**src/hw/rtl/pts_pkg.sv**
```systemverilog
// Package for the periodic task scheduler: field widths, codes and the
// structs passed between the sequencer, the task store and the select unit.
// No dependencies.
`default_nettype none

package pts_pkg;

  localparam int DEF_MAX_SLOTS = 8;

  localparam int MODE_W     = 1;
  localparam int IN_SLOT_W  = 3;
  localparam int OUT_SLOT_W = 3;
  localparam int LABEL_W    = 8;
  localparam int PERIOD_W   = 16;
  localparam int WORK_W     = 16;
  localparam int TIME_W     = 32;
  localparam int KEY_W      = 32;
  localparam int TC_W       = 4;
  localparam int CFG_IDX_W  = 1;
  localparam int CFG_DATA_W = 4;

  // input item modes
  localparam logic [MODE_W-1:0] MODE_LOAD = 1'b0;
  localparam logic [MODE_W-1:0] MODE_TICK = 1'b1;

  // configuration register indexes
  localparam logic [CFG_IDX_W-1:0] CFG_POLICY     = 1'b0;
  localparam logic [CFG_IDX_W-1:0] CFG_TASK_COUNT = 1'b1;

  // policy codes
  localparam logic POLICY_RM  = 1'b0;
  localparam logic POLICY_EDF = 1'b1;

  // flips the sign bit so signed slack orders as unsigned
  localparam logic [KEY_W-1:0] SLACK_BIAS = 32'h8000_0000;

  // one task slot as read from the store
  typedef struct packed {
    logic [LABEL_W-1:0]  label;
    logic [PERIOD_W-1:0] period;
    logic [WORK_W-1:0]   budget;
    logic [TIME_W-1:0]   next_rel;
    logic [TIME_W-1:0]   deadline;
    logic [WORK_W-1:0]   remaining;
  } slot_rec_t;

  // per-field write enables of the store
  typedef struct packed {
    logic label;
    logic period;
    logic budget;
    logic next_rel;
    logic deadline;
    logic remaining;
  } field_we_t;

  // one scheduling candidate, after release
  typedef struct packed {
    logic               ready;
    logic [KEY_W-1:0]   key;
    logic [LABEL_W-1:0] label;
    logic [WORK_W-1:0]  rem;
  } cand_t;

  // current winner of the scan
  typedef struct packed {
    logic               found;
    logic [LABEL_W-1:0] label;
    logic [WORK_W-1:0]  rem;
  } sel_best_t;

endpackage

`default_nettype wire

```
**src/hw/rtl/pts_channels.sv**
```systemverilog
// Valid/ready channel interfaces of the scheduler: task items in, results out.
// Depends on pts_pkg.
`default_nettype none

interface pts_in_if;
  import pts_pkg::*;

  logic                 valid;
  logic                 ready;
  logic [MODE_W-1:0]    mode;
  logic [IN_SLOT_W-1:0] slot;
  logic [LABEL_W-1:0]   task_label;
  logic [PERIOD_W-1:0]  period;
  logic [WORK_W-1:0]    exec_budget;
  logic [PERIOD_W-1:0]  first_release;

  modport source (
    output valid, mode, slot, task_label, period, exec_budget, first_release,
    input  ready
  );
  modport sink (
    input  valid, mode, slot, task_label, period, exec_budget, first_release,
    output ready
  );
endinterface

interface pts_out_if;
  import pts_pkg::*;

  logic                  valid;
  logic                  ready;
  logic                  busy_res;
  logic [OUT_SLOT_W-1:0] running_slot;
  logic [LABEL_W-1:0]    running_label;
  logic [TIME_W-1:0]     tick_time;

  modport source (
    output valid, busy_res, running_slot, running_label, tick_time,
    input  ready
  );
  modport sink (
    input  valid, busy_res, running_slot, running_label, tick_time,
    output ready
  );
endinterface

`default_nettype wire

```
**src/hw/rtl/pts_task_store.sv**
```systemverilog
// Task slot store: one memory per field, one write port with field enables,
// one registered read port. Depends on pts_pkg.
`default_nettype none

module pts_task_store #(
  parameter int MAX_SLOTS = pts_pkg::DEF_MAX_SLOTS,
  parameter int SLOT_W    = 3
) (
  input  logic                   clk,
  input  logic                   rst_n,
  input  logic [SLOT_W-1:0]      wr_addr,
  input  pts_pkg::field_we_t     wr_we,
  input  pts_pkg::slot_rec_t     wr_data,
  input  logic [SLOT_W-1:0]      rd_addr,
  output pts_pkg::slot_rec_t     rd_data
);
  import pts_pkg::*;

  logic [LABEL_W-1:0]  label_mem    [MAX_SLOTS];
  logic [PERIOD_W-1:0] period_mem   [MAX_SLOTS];
  logic [WORK_W-1:0]   budget_mem   [MAX_SLOTS];
  logic [TIME_W-1:0]   next_rel_mem [MAX_SLOTS];
  logic [TIME_W-1:0]   deadline_mem [MAX_SLOTS];
  logic [WORK_W-1:0]   rem_mem      [MAX_SLOTS];

  // remaining work resets to zero: the remaining field of an entry not yet written reads as zero
  logic [MAX_SLOTS-1:0] rem_vld_r;
  slot_rec_t            rd_r;

  always_ff @(posedge clk) begin
    if (!rst_n) begin
      rem_vld_r <= '0;
    end else if (wr_we.remaining) begin
      rem_vld_r[wr_addr] <= 1'b1;
    end
  end

  always_ff @(posedge clk) begin
    if (wr_we.label)     label_mem[wr_addr]    <= wr_data.label;
    if (wr_we.period)    period_mem[wr_addr]   <= wr_data.period;
    if (wr_we.budget)    budget_mem[wr_addr]   <= wr_data.budget;
    if (wr_we.next_rel)  next_rel_mem[wr_addr] <= wr_data.next_rel;
    if (wr_we.deadline)  deadline_mem[wr_addr] <= wr_data.deadline;
    if (wr_we.remaining) rem_mem[wr_addr]      <= wr_data.remaining;

    rd_r.label     <= label_mem[rd_addr];
    rd_r.period    <= period_mem[rd_addr];
    rd_r.budget    <= budget_mem[rd_addr];
    rd_r.next_rel  <= next_rel_mem[rd_addr];
    rd_r.deadline  <= deadline_mem[rd_addr];
    rd_r.remaining <= rem_vld_r[rd_addr] ? rem_mem[rd_addr] : '0;
  end

  assign rd_data = rd_r;

endmodule

`default_nettype wire

```
**src/hw/rtl/pts_select_unit.sv**
```systemverilog
// Shared comparator of the scan: keeps the best ready candidate seen so far,
// strict less-than so ties stay with the lower slot. Depends on pts_pkg.
`default_nettype none

module pts_select_unit #(
  parameter int SLOT_W = 3
) (
  input  logic                 clk,
  input  logic                 rst_n,
  input  logic                 clear,
  input  logic                 cand_vld,
  input  pts_pkg::cand_t       cand,
  input  logic [SLOT_W-1:0]    cand_slot,
  output pts_pkg::sel_best_t   best,
  output logic [SLOT_W-1:0]    best_slot
);
  import pts_pkg::*;

  logic               found_r;
  logic [KEY_W-1:0]   key_r;
  logic [LABEL_W-1:0] label_r;
  logic [WORK_W-1:0]  rem_r;
  logic [SLOT_W-1:0]  slot_r;
  logic               take;

  assign take = cand_vld && cand.ready && (!found_r || (cand.key < key_r));

  always_ff @(posedge clk) begin
    if (!rst_n) begin
      found_r <= 1'b0;
    end else if (clear) begin
      found_r <= 1'b0;
    end else if (take) begin
      found_r <= 1'b1;
    end
  end

  always_ff @(posedge clk) begin
    if (take) begin
      key_r   <= cand.key;
      label_r <= cand.label;
      rem_r   <= cand.rem;
      slot_r  <= cand_slot;
    end
  end

  assign best.found = found_r;
  assign best.label = label_r;
  assign best.rem   = rem_r;
  assign best_slot  = slot_r;

endmodule

`default_nettype wire

```
**src/hw/rtl/periodic_task_scheduler_core.sv**
```systemverilog
// Top level of the periodic task scheduler: sequencer, config registers,
// output register. Depends on pts_pkg, pts_channels, pts_task_store, pts_select_unit.
//
// A load transaction (mode 0) writes one task slot, and the block is ready
// again right after. A tick transaction (mode 1) runs one scan over the
// slots in use, n = min(task_count, MAX_SLOTS): each cycle one slot is read
// from the task store, released if its release time equals the current
// time, and handed to the shared comparator, which keeps the best ready slot
// by period (rate monotonic) or by signed slack to the deadline (EDF), lowest
// slot on a tie. When the scan has drained, the update state writes the
// result to the output register. The single read port of the task store,
// one slot per cycle, sets the pace of the scan.
// in_ch.ready is low during the scan. The result register decouples the
// output: a new item is taken while the last result waits, and a tick
// stalls only at its end if the previous result is still unclaimed.
// Slots that were never loaded must not lie below task_count.
`default_nettype none

module periodic_task_scheduler_core #(
  parameter int MAX_SLOTS = pts_pkg::DEF_MAX_SLOTS
) (
  input  logic                            clk,
  input  logic                            rst_n,
  pts_in_if.sink                          in_ch,
  pts_out_if.source                       out_ch,
  input  logic                            cfg_we,
  input  logic [pts_pkg::CFG_IDX_W-1:0]   cfg_index,
  input  logic [pts_pkg::CFG_DATA_W-1:0]  cfg_wdata
);
  import pts_pkg::*;

  localparam int SLOT_W = (MAX_SLOTS > 1) ? $clog2(MAX_SLOTS) : 1;
  localparam int CNT_W  = $clog2(MAX_SLOTS + 1);

  typedef enum logic [1:0] {ST_IDLE, ST_SCAN, ST_UPDATE} state_t;

  // ---------------------------------------------------------------- config
  logic            policy_r;
  logic [TC_W-1:0] task_count_r;

  always_ff @(posedge clk) begin
    if (!rst_n) begin
      policy_r     <= POLICY_RM;
      task_count_r <= '0;
    end else if (cfg_we) begin
      unique case (cfg_index)
        CFG_POLICY:     policy_r     <= cfg_wdata[0];
        CFG_TASK_COUNT: task_count_r <= cfg_wdata[TC_W-1:0];
        default:        ;
      endcase
    end
  end

  // slots in use, saturated to the store depth
  logic [CNT_W-1:0] n_slots;
  always_comb begin
    if (32'(task_count_r) > 32'(MAX_SLOTS)) n_slots = CNT_W'(MAX_SLOTS);
    else                                    n_slots = CNT_W'(task_count_r);
  end

  // ------------------------------------------------------------- sequencer
  state_t              state_r;
  logic [CNT_W-1:0]    cnt_r;
  logic                a_vld_r;      // store read data valid this cycle
  logic [SLOT_W-1:0]   a_slot_r;
  logic                b_vld_r;      // candidate at the comparator
  cand_t               b_cand_r;
  logic [SLOT_W-1:0]   b_slot_r;
  logic [TIME_W-1:0]   time_r;

  logic                  out_vld_r;
  logic                  out_busy_r;
  logic [OUT_SLOT_W-1:0] out_slot_r;
  logic [LABEL_W-1:0]    out_label_r;
  logic [TIME_W-1:0]     out_time_r;

  logic in_acc, tick_acc, load_ok, issue, scan_done, out_free, fin;

  assign in_ch.ready = (state_r == ST_IDLE);
  assign in_acc      = in_ch.valid && in_ch.ready;
  assign tick_acc    = in_acc && (in_ch.mode == MODE_TICK);
  // loads to slots beyond the store are dropped
  assign load_ok     = in_acc && (in_ch.mode == MODE_LOAD)
                       && (32'(in_ch.slot) < 32'(MAX_SLOTS));

  assign issue     = (state_r == ST_SCAN) && (cnt_r < n_slots);
  assign scan_done = (state_r == ST_SCAN) && !issue && !a_vld_r && !b_vld_r;
  assign out_free  = !out_vld_r || out_ch.ready;
  assign fin       = (state_r == ST_UPDATE) && out_free;

  // ------------------------------------------------------------ task store
  slot_rec_t         rd;
  field_we_t         wr_we;
  slot_rec_t         wr_data;
  logic [SLOT_W-1:0] wr_addr;
  sel_best_t         best;
  logic [SLOT_W-1:0] best_slot;

  pts_task_store #(
    .MAX_SLOTS (MAX_SLOTS),
    .SLOT_W    (SLOT_W)
  ) u_store (
    .clk     (clk),
    .rst_n   (rst_n),
    .wr_addr (wr_addr),
    .wr_we   (wr_we),
    .wr_data (wr_data),
    .rd_addr (cnt_r[SLOT_W-1:0]),
    .rd_data (rd)
  );

  // Release stage: a slot whose release time is now gets its work reloaded,
  // a fresh deadline and the next release time. Its slack is then exactly
  // its period, so the key needs no subtract in that case.
  logic              rel;
  logic [TIME_W-1:0] slack;
  cand_t             cand_nxt;

  always_comb begin
    rel            = (rd.next_rel == time_r);
    slack          = rel ? TIME_W'(rd.period) : (rd.deadline - time_r);
    cand_nxt.rem   = rel ? rd.budget : rd.remaining;
    cand_nxt.ready = (cand_nxt.rem != '0);
    cand_nxt.label = rd.label;
    cand_nxt.key   = (policy_r == POLICY_EDF) ? (slack ^ SLACK_BIAS)
                                               : KEY_W'(rd.period);
  end

  // single write port, shared by load, release and the final decrement
  always_comb begin
    wr_we   = '0;
    wr_addr = a_slot_r;
    wr_data = '0;
    priority if (load_ok) begin
      wr_addr           = SLOT_W'(in_ch.slot);
      wr_we.label       = 1'b1;
      wr_we.period      = 1'b1;
      wr_we.budget      = 1'b1;
      wr_we.next_rel    = 1'b1;
      wr_we.remaining   = 1'b1;
      wr_data.label     = in_ch.task_label;
      wr_data.period    = in_ch.period;
      wr_data.budget    = in_ch.exec_budget;
      wr_data.next_rel  = TIME_W'(in_ch.first_release);
      wr_data.remaining = '0;
    end else if (a_vld_r && rel) begin
      wr_addr           = a_slot_r;
      wr_we.remaining   = 1'b1;
      wr_we.deadline    = 1'b1;
      wr_we.next_rel    = 1'b1;
      wr_data.remaining = rd.budget;
      wr_data.deadline  = time_r + TIME_W'(rd.period);
      wr_data.next_rel  = rd.next_rel + TIME_W'(rd.period);
    end else if (fin && best.found) begin
      wr_addr           = best_slot;
      wr_we.remaining   = 1'b1;
      wr_data.remaining = best.rem - WORK_W'(1);
    end else begin
      // no write this cycle
      wr_we = '0;
    end
  end

  pts_select_unit #(
    .SLOT_W (SLOT_W)
  ) u_select (
    .clk       (clk),
    .rst_n     (rst_n),
    .clear     (tick_acc),
    .cand_vld  (b_vld_r),
    .cand      (b_cand_r),
    .cand_slot (b_slot_r),
    .best      (best),
    .best_slot (best_slot)
  );

  always_ff @(posedge clk) begin
    if (!rst_n) begin
      state_r   <= ST_IDLE;
      cnt_r     <= '0;
      a_vld_r   <= 1'b0;
      b_vld_r   <= 1'b0;
      out_vld_r <= 1'b0;
      time_r    <= '0;
    end else begin
      a_vld_r  <= issue;
      b_vld_r  <= a_vld_r;
      b_cand_r <= cand_nxt;
      b_slot_r <= a_slot_r;
      if (issue) begin
        cnt_r    <= cnt_r + CNT_W'(1);
        a_slot_r <= cnt_r[SLOT_W-1:0];
      end
      // a new result may replace one taken in the same cycle
      if (fin) begin
        out_vld_r <= 1'b1;
      end else if (out_vld_r && out_ch.ready) begin
        out_vld_r <= 1'b0;
      end

      unique case (state_r)
        ST_IDLE: begin
          if (tick_acc) begin
            state_r <= ST_SCAN;
            cnt_r   <= '0;
          end
        end
        ST_SCAN: begin
          if (scan_done) state_r <= ST_UPDATE;
        end
        ST_UPDATE: begin
          if (fin) begin
            state_r     <= ST_IDLE;
            out_busy_r  <= best.found;
            out_slot_r  <= best.found ? OUT_SLOT_W'(best_slot) : '0;
            out_label_r <= best.found ? best.label : '0;
            out_time_r  <= time_r;
            time_r      <= time_r + TIME_W'(1);
          end
        end
        default: state_r <= ST_IDLE;
      endcase
    end
  end

  assign out_ch.valid         = out_vld_r;
  assign out_ch.busy_res      = out_busy_r;
  assign out_ch.running_slot  = out_slot_r;
  assign out_ch.running_label = out_label_r;
  assign out_ch.tick_time     = out_time_r;

endmodule

`default_nettype wire

```
**src/flat_wrapper.sv**
```systemverilog
// flat-port wrapper written by rule: the top's interface ports become plain ports
module periodic_task_scheduler_core_flat import pts_pkg::*;
#(
  parameter int MAX_SLOTS = pts_pkg::DEF_MAX_SLOTS
)
  (clk, rst_n, cfg_we, cfg_index, cfg_wdata, in_ch_valid, in_ch_mode, in_ch_slot, in_ch_task_label, in_ch_period, in_ch_exec_budget, in_ch_first_release, in_ch_ready, out_ch_valid, out_ch_busy_res, out_ch_running_slot, out_ch_running_label, out_ch_tick_time, out_ch_ready);
  pts_in_if in_ch_i ();
  pts_out_if out_ch_i ();
  input  logic clk;
  input  logic rst_n;
  input  logic cfg_we;
  input  logic [pts_pkg::CFG_IDX_W-1:0] cfg_index;
  input  logic [pts_pkg::CFG_DATA_W-1:0] cfg_wdata;
  input wire logic [$bits(in_ch_i.valid)-1:0] in_ch_valid;
  input wire logic [$bits(in_ch_i.mode)-1:0] in_ch_mode;
  input wire logic [$bits(in_ch_i.slot)-1:0] in_ch_slot;
  input wire logic [$bits(in_ch_i.task_label)-1:0] in_ch_task_label;
  input wire logic [$bits(in_ch_i.period)-1:0] in_ch_period;
  input wire logic [$bits(in_ch_i.exec_budget)-1:0] in_ch_exec_budget;
  input wire logic [$bits(in_ch_i.first_release)-1:0] in_ch_first_release;
  output wire logic [$bits(in_ch_i.ready)-1:0] in_ch_ready;
  output wire logic [$bits(out_ch_i.valid)-1:0] out_ch_valid;
  output wire logic [$bits(out_ch_i.busy_res)-1:0] out_ch_busy_res;
  output wire logic [$bits(out_ch_i.running_slot)-1:0] out_ch_running_slot;
  output wire logic [$bits(out_ch_i.running_label)-1:0] out_ch_running_label;
  output wire logic [$bits(out_ch_i.tick_time)-1:0] out_ch_tick_time;
  input wire logic [$bits(out_ch_i.ready)-1:0] out_ch_ready;
  assign in_ch_i.valid = in_ch_valid;
  assign in_ch_i.mode = in_ch_mode;
  assign in_ch_i.slot = in_ch_slot;
  assign in_ch_i.task_label = in_ch_task_label;
  assign in_ch_i.period = in_ch_period;
  assign in_ch_i.exec_budget = in_ch_exec_budget;
  assign in_ch_i.first_release = in_ch_first_release;
  assign in_ch_ready = in_ch_i.ready;
  assign out_ch_valid = out_ch_i.valid;
  assign out_ch_busy_res = out_ch_i.busy_res;
  assign out_ch_running_slot = out_ch_i.running_slot;
  assign out_ch_running_label = out_ch_i.running_label;
  assign out_ch_tick_time = out_ch_i.tick_time;
  assign out_ch_i.ready = out_ch_ready;
  periodic_task_scheduler_core #(.MAX_SLOTS(MAX_SLOTS)) u_core (.clk(clk), .rst_n(rst_n), .in_ch(in_ch_i), .out_ch(out_ch_i), .cfg_we(cfg_we), .cfg_index(cfg_index), .cfg_wdata(cfg_wdata));
endmodule
```
**config.mk**
```make
export PLATFORM = sky130hd
export DESIGN_NAME = periodic_task_scheduler_core_flat
export DESIGN_NICKNAME = d
export VERILOG_FILES = /design/src/hw/rtl/pts_pkg.sv /design/src/hw/rtl/pts_channels.sv /design/src/hw/rtl/pts_task_store.sv /design/src/hw/rtl/pts_select_unit.sv /design/src/hw/rtl/periodic_task_scheduler_core.sv /design/src/flat_wrapper.sv
export SDC_FILE = /design/constraint.sdc
export NUM_CORES = 1
export LEC_CHECK = 0
export BUFFER_PORTS_ARGS = -buffer_cell sky130_fd_sc_hd__buf_2
export CORE_ASPECT_RATIO = 1.1
export CORE_MARGIN = 4
export CORE_UTILIZATION = 55
export CTS_CLUSTER_SIZE = 12
export DETAILED_ROUTE_END_ITERATION = 10
export PLACE_DENSITY = 0.71
export SYNTH_ARGS = -nofsm -noshare
export SYNTH_HDL_FRONTEND = slang
export SYNTH_HIERARCHICAL = 1
export SYNTH_SLANG_ARGS = --single-unit
```
**constraint.sdc**
```tcl
create_clock -name clk -period 5.25 [get_ports clk]
set_input_delay 0.525 -clock clk [delete_from_list [all_inputs] [get_ports clk]]
set_output_delay 0.525 -clock clk [all_outputs]
set_load 0.05 [all_outputs]
```
# ---- Word-level counts from Yosys, hierarchy flattened
# Memory sizes are Yosys's and may differ from the RTL's. A register that Yosys moved wholly into a read port is not among the register bits.
# Index checks and enable logic that the tools add are counted.
dict set report totals {
  input_bits 70
  mem_count 6
  wordCells 133
  ramBits 960
  reg_bits 221
}
dict set report classes {
  bitwise_logic 6
  magnitude_cmp 6
  n_mux 44
  n_reduce_logical 33
  eq_ne 6
  add_sub_neg 6
}
# name words width read_ports rd_clocked_by_memory_dff write_ports line
set mem_list {}
lappend mem_list {u_core.u_store.deadline_mem 8 32 1 1 1 pts_task_store.sv:23} ;# logic [TIME_W-1:0] deadline_mem [MAX_SLOTS];
lappend mem_list {u_core.u_store.next_rel_mem 8 32 1 1 1 pts_task_store.sv:22} ;# logic [TIME_W-1:0] next_rel_mem [MAX_SLOTS];
lappend mem_list {u_core.u_store.budget_mem 8 16 1 1 1 pts_task_store.sv:21} ;# logic [WORK_W-1:0] budget_mem [MAX_SLOTS];
lappend mem_list {u_core.u_store.period_mem 8 16 1 1 1 pts_task_store.sv:20} ;# logic [PERIOD_W-1:0] period_mem [MAX_SLOTS];
lappend mem_list {u_core.u_store.rem_mem 8 16 1 1 1 pts_task_store.sv:24} ;# logic [WORK_W-1:0] rem_mem [MAX_SLOTS];
lappend mem_list {u_core.u_store.label_mem 8 8 1 1 1 pts_task_store.sv:19} ;# logic [LABEL_W-1:0] label_mem [MAX_SLOTS];
# operator count
set ops {}
lappend ops {{2-to-1 mux 32 bit} 3}
lappend ops {{2-to-1 mux 16 bit} 5}
lappend ops {{adder 32 x 16 -> 32 bit} 2}
lappend ops {{2-to-1 mux 64 bit} 1}
lappend ops {{2-to-1 mux 40 bit} 1}
lappend ops {{adder 32 x 1 -> 32 bit, second input constant} 1}
lappend ops {{equality test 32 bit} 1}
lappend ops {{less-than comparator 32 bit} 1}
lappend ops {{subtractor 32 bit} 1}
lappend ops {{2-to-1 mux 4 bit} 5}
lappend ops {{2-to-1 mux 1 bit} 19}
lappend ops {{nonzero test 16 bit} 1}
lappend ops {{subtractor 16 x 1 -> 16 bit, second input constant} 1}
lappend ops {{logical AND 1 bit} 14}
lappend ops {{2-to-1 mux 3 bit} 4}
lappend ops {{less-than comparator 3 x 4 -> 1 bit, second input constant} 2}
lappend ops {{bitwise OR 8 bit} 1}
lappend ops {{AND reduction 2 bit} 4}
lappend ops {{zero test 1 bit} 6}
lappend ops {{2-to-1 mux 2 bit} 3}
lappend ops {{case mux 2 bit (3 select lines)} 1}
lappend ops {{AND reduction 3 bit} 2}
lappend ops {{inverter 1 bit} 5}
lappend ops {{adder 4 x 1 -> 4 bit, second input constant} 1}
lappend ops {{13 further kinds} 16}

# ---- Longest topological paths before layout
dict set report depth {
  depth_word 12
  depth_mapped 14
}

# ---- By module
# Netlist, hierarchy kept.
# mod instances seq_area_each_um2 cells_per_inst area_per_inst_um2
set modules_own_cells {}
lappend modules_own_cells {pts_task_store 1 31390.1 1601 39360.2}
lappend modules_own_cells {periodic_task_scheduler_core 1 4134.0 1227 10913.0}
lappend modules_own_cells {pts_select_unit 1 1791.7 173 2602.5}

# ---- Least setup slack after synthesis
# No wires, ideal clock.
dict set report synth_timing {
  path_type {flip-flop to flip-flop}
  start {reg u_core.state_r[0]}
  end {mem u_core.u_store.deadline_mem[1][0], enable pin}
  arrival_ns 3.670
  setup_time_ns 0.392
  t_required_ns 4.858
  n_path_buf 1
  path_slack_ns 1.188
  path_stages_with_launch 9
  synth_period_minus_slack_ns 4.062
  path_cell_list {dfxtp_1 nor2_1 nand2_1 nor2_1 clkbuf_1 nand2_1 o21ai_0 nor3b_1 and2_1}
}
dict set report synth_via {
  elab_cells_between_ends 12
}
# item line
set synth_lines {}
lappend synth_lines {{start, declared} periodic_task_scheduler_core.sv:62} ;# state_t state_r;
lappend synth_lines {{start signal, assigned} periodic_task_scheduler_core.sv:179} ;# state_r <= ST_IDLE;
lappend synth_lines {{start signal, assigned} periodic_task_scheduler_core.sv:204} ;# state_r <= ST_SCAN;
lappend synth_lines {{start signal, assigned} periodic_task_scheduler_core.sv:209} ;# if (scan_done) state_r <= ST_UPDATE;
lappend synth_lines {{zero test 2 bit} periodic_task_scheduler_core.sv:79} ;# assign in_ch.ready = (state_r == ST_IDLE);
lappend synth_lines {{via in_ch_ready} flat_wrapper.sv:21} ;# output wire logic [$bits(in_ch_i.ready)-1:0] in_ch_ready;
lappend synth_lines {{logical AND 1 bit} periodic_task_scheduler_core.sv:80} ;# assign in_acc = in_ch.valid && in_ch.ready;
lappend synth_lines {{logical AND 1 bit} periodic_task_scheduler_core.sv:83} ;# assign load_ok = in_acc && (in_ch.mode == MODE_LOAD)
lappend synth_lines {{via u_core.load_ok} periodic_task_scheduler_core.sv:77} ;# logic in_acc, tick_acc, load_ok, issue, scan_done, out_free, fin;
lappend synth_lines {{2-to-1 mux 3 bit} periodic_task_scheduler_core.sv:134} ;# priority if (load_ok) begin
lappend synth_lines {{via u_core.wr_addr[0]} periodic_task_scheduler_core.sv:95} ;# logic [SLOT_W-1:0] wr_addr;
lappend synth_lines {{end, declared} pts_task_store.sv:23}
# The timed path passes the listed nets, and every way through them passes these cells.

# ---- Final worst setup path
dict set report layout_timing {
  start {reg u_core.time_r[5]}
  end {mem u_core.u_store.rem_mem[4][13], enable pin}
}
dict set report layout_via {
  elab_cells_between_ends 8
}
# item line
set layout_lines {}
lappend layout_lines {{start, declared} periodic_task_scheduler_core.sv:69} ;# logic [TIME_W-1:0] time_r;
lappend layout_lines {{start signal, assigned} periodic_task_scheduler_core.sv:218} ;# time_r <= time_r + TIME_W'(1);
lappend layout_lines {{equality test 32 bit} periodic_task_scheduler_core.sv:120} ;# rel = (rd.next_rel == time_r);
lappend layout_lines {{logical AND 1 bit} periodic_task_scheduler_core.sv:146} ;# end else if (a_vld_r && rel) begin
lappend layout_lines {{2-to-1 mux 3 bit} periodic_task_scheduler_core.sv:146}
lappend layout_lines {{2-to-1 mux 3 bit} periodic_task_scheduler_core.sv:134}
lappend layout_lines {{via u_core.wr_addr[0]} periodic_task_scheduler_core.sv:95}
lappend layout_lines {{end, declared} pts_task_store.sv:24}
# The timed path passes the listed nets, and every way through them passes these cells.

==> insert_results.sql <==
INSERT INTO impl_metrics (metric_group, metric, value, unit) VALUES
('detailed_routing', 'drt-wirelength-per-cell', '26.08', 'um'),
('floorplanning', 'die_h', '333.2', 'um'),
('power', 'total_switching_power', '0.004583', 'W'),
('placement', 'place_area', '54850', 'sq um'),
('synth', 'share_of_yosys_cell_area_claimed_by_the_top_area_cell_type', '0.6395', ''),
('run_status', 'run_status', 'finished, final reports clean', ''),
('power', 'power.share.sequential', '0.531', ''),
('critical_path', 'critPathLaunch', 'u_core/time_r[5]$_SDFFE_PN0P_', ''),
('synth', 'syn-mean-instance-area', '17.62', 'sq um'),
('critical_path', 'flop_to_flop_setup_slack', '0.38', 'ns'),
('floorplanning', 'core-area', '95590', 'sq um'),
('critical_path', 'crit_path_end_kind', 'register', ''),
('cells_and_area', 'drive_gt1_frac', '0.2212', ''),
('detailed_routing', 'drtAntennaViolNets', '0', ''),
('timing', 'finalMaxSlewViolations', '0', ''),
('timing', 'slew_headroom', '0.2682', ''),
('timing', 'setup_violations', '0', ''),
('timing', 'fin_worst_hold_slack', '0.07654', 'ns'),
('cells_and_area', 'finish.cell_count_without_fillers', '4565', ''),
('clock_tree', 'cts_tree', 'done', ''),
('synth', 'synth_top_cell_by_area', 'sky130_fd_sc_hd__edfxtp_1', ''),
('synth', 'postSynth.topFlopCell', 'sky130_fd_sc_hd__edfxtp_1', ''),
('cells_and_area', 'layout.nets', '3370', ''),
('timing', 'unrepaired_setup_endpoints_after_global_routing', 'no', ''),
('detailed_routing', 'first_pass_iters', '5', ''),
('critical_path', 'reg2regPathDepth', '13', ''),
('clock_tree', 'insertion_delay', '0.72', 'ns'),
('power', 'leakage', '20.17', 'nW'),
('critical_path', 'worstReg2RegEnd', 'u_core/u_store/rem_mem[4][13]$_DFFE_PP_', ''),
('floorplanning', 'starting_density_of_the_core', '0.5532', ''),
('synth', 'synth-edff-count', '1126', ''),
('run', 'maxCapViolations', '0', ''),
('critical_path', 'worstSetupPathType', 'reg2reg', ''),
('timing', 'max_clock_freq', '0.2055', 'GHz'),
('clock_tree', 'postCtsHoldBufs', '0', ''),
('critical_path', 'cp_data_arrival_time', '5.20', 'ns'),
('detailed_routing', 'viasPerCell', '5.938', ''),
('synth', 'synth_area_leaders', 'sky130_fd_sc_hd__edfxtp_1, sky130_fd_sc_hd__mux4_2, sky130_fd_sc_hd__dfxtp_1', ''),
('global_routing', 'grt_first_pass_wirelength', '178400', 'um'),
('clock_tree', 'register_clock_pin_slew_on_the_reported_worst_setup_and_hold_paths', '0.06', 'ns'),
('global_routing', 'grt.overflow.total', '0', ''),
('clock_tree', 'maximum_level_of_the_cts_h_tree', '4', ''),
('power', 'proportion_of_power_drawn_by_combinational_gates', '0.059', ''),
('critical_path', 'cp-endpoint', 'u_core/u_store/rem_mem[4][13]$_DFFE_PP_', ''),
('floorplanning', 'die_outline_area', '101200', 'sq um'),
('clock_tree', 'clk_root_buffer_cell', 'sky130_fd_sc_hd__clkbuf_16', ''),
('synth', 'seq_area_frac_synth', '0.7057', ''),
('power', 'clock_power_share', '0.410', ''),
('synth', 'synth.ff_latch_count', '1301', ''),
('clock_tree', 'post_cts_sizing_count', '0', ''),
('floorplanning', 'chipWidth', '303.6', 'um'),
('placement', 'globalplace.congestion', '0.8571', ''),
('power', 'power_density', '365.4', 'nW/um^2'),
('detailed_routing', 'vias', '27110', ''),
('global_routing', 'largest_net_degree_at_the_start_of_global_routing', '98', ''),
('placement', 'placed_cells', '4332', ''),
('critical_path', 'timing.rr.start', 'u_core/time_r[5]$_SDFFE_PN0P_', ''),
('synth', 'synthDistinctLibCells', '74', ''),
('clock_tree', 'cts_inserted_buffers', '133', ''),
('placement', 'hpwl', '79140', 'um'),
('global_routing', 'grt_antenna_before_repair', '3', ''),
('synth', 'postSynthCellCount', '3001', ''),
('timing', 'skew', '0.02092', 'ns'),
('synth', 'post-synth-top-count-cell', 'sky130_fd_sc_hd__edfxtp_1', ''),
('cells_and_area', 'fillCellCount', '6720', ''),
('floorplanning', 'design.portCount', '116', ''),
('timing', 'min_period_over_period', '0.9270', ''),
('detailed_routing', 'drt_wl_total', '119100', 'um'),
('timing', 'fin_crit', '4.867', 'ns'),
('floorplanning', 'floorplan.rows', '119', ''),
('timing', 'fin_tns_setup', '0', 'ns');
==> worst max-delay path, stage by stage, from the launching register on <==
cell and delay, ns:
sky130_fd_sc_hd__dfxtp_1 0.37, sky130_fd_sc_hd__xnor2_1 0.38, sky130_fd_sc_hd__nand4_1 0.21, sky130_fd_sc_hd__nor4_1 0.30, sky130_fd_sc_hd__nand2_1 0.26, sky130_fd_sc_hd__inv_2 0.12, sky130_fd_sc_hd__nand2_1 0.08, sky130_fd_sc_hd__nand3_1 0.14
sky130_fd_sc_hd__buf_4 0.26, sky130_fd_sc_hd__mux2i_1 0.20, sky130_fd_sc_hd__o21ai_0 0.27, sky130_fd_sc_hd__nor3b_1 0.81, sky130_fd_sc_hd__buf_4 0.31, sky130_fd_sc_hd__and2_1 0.75
==> logic make-up (layout without fill, tap and decap cells) <==
family / count (synthesis) / count (layout) / synth area share
and+or+nand+nor: 604 / 604 / 0.05760
adders and majority gates: 103 / 103 / 0.02480
muxes: 370 / 370 / 0.1326
buffers and inverters: 195 / 489 / 0.01957
xor gates and xnor gates: 167 / 167 / 0.02766
DFF: 1301 / 1301 / 0.7057
AOI/OAI and AO/OA: 261 / 261 / 0.03206
==> power by group through the flow <==
| stage | Sequential, W | Combinational, W | Clock [W] |
|---|---|---|---|
| after detailed placement | 0.0117 | 0.00125 | 0 |
| after global placement | 0.0116 | 0.00123 | 0 |
| after global routing | 0.0114 | 0.00136 | 0.00948 |
| final | 0.0114 | 0.00126 | 0.00883 |
| after CTS | 0.0114 | 0.00126 | 0.00901 |
| after floorplan | 0.0116 | 0.000860 | 0 |
==> sequential cells by signal, summed over array words and instances (netlist names), 32 cells and up <==
register	count
u_core/u_store/deadline_mem	256
u_core/u_store/next_rel_mem	256
u_core/u_store/budget_mem	128
u_core/u_store/period_mem	128
u_core/u_store/rem_mem	128
u_core/u_store/rd_data	120
u_core/u_store/label_mem	64
u_core/b_cand_r	57
u_core/out_ch.tick_time	32
u_core/time_r	32
u_core/u_select/key_r	32
==> per-layer routing <==
layer / vias up / GRT usage / routed length (um)
met3: 179 / 0.06490 / 10830
met1: 13790 / 0.3229 / 47590
met4: 2 / 0.07169 / 3231
met5: - / 0 / 7
met2: 1132 / 0.3747 / 57410
li1: 12010 / - / -
==> cells in the final DEF, fill, tap and decap left out, drive strengths merged, types with 100 or more instances in the layout <==
cell type     n
ha          100
xnor2       118
mux2        105
mux4        242
clkbuf      208
nor2        121
edfxtp     1126
buf         173
dfxtp       175
and2        142
nand2       168
==> cell type report <==
type                       instances  area, sq um  area share
clock buffer                     208         3776     0.06412
clock inverter                    25        264.0    0.004483
inverter                          83        311.5    0.005290
multi-input combinational       1505        14560      0.2473
sequential                      1301        37330      0.6338
tap                             1270         1589     0.02698
timing repair buffer             173         1064     0.01806
==> how the worst min path moves through the flow <==
stage	endpoint	cells past startpoint	slack (ns)	start
after floorplan	u_core/b_cand_r[16]$_DFFE_PP_	0	0.39	u_core/u_store/rd_data[112]$_DFF_P_
after global placement	u_core/b_cand_r[16]$_DFFE_PP_	0	0.39	u_core/u_store/rd_data[112]$_DFF_P_
after detailed placement	u_core/b_cand_r[18]$_DFFE_PP_	0	0.39	u_core/u_store/rd_data[114]$_DFF_P_
after CTS	u_core/task_count_r[1]$_SDFFE_PN0P_	3	0.03	cfg_wdata[1]
after global routing	u_core/policy_r$_SDFFE_PN0P_	3	0.05	cfg_wdata[0]
final	u_core/task_count_r[3]$_SDFFE_PN0P_	3	0.08	cfg_wdata[3]
==> metrics by stage <==
step | worst slack, ns | power [W]
after global routing | 0.1478 | 0.02227
final | 0.3832 | 0.02152
after CTS | 0.5035 | 0.02170
after floorplan | 1.188 | 0.01249
after global placement | 0.6668 | 0.01287
after detailed placement | 0.5160 | 0.01290
(Power assumes the default switching activity.)
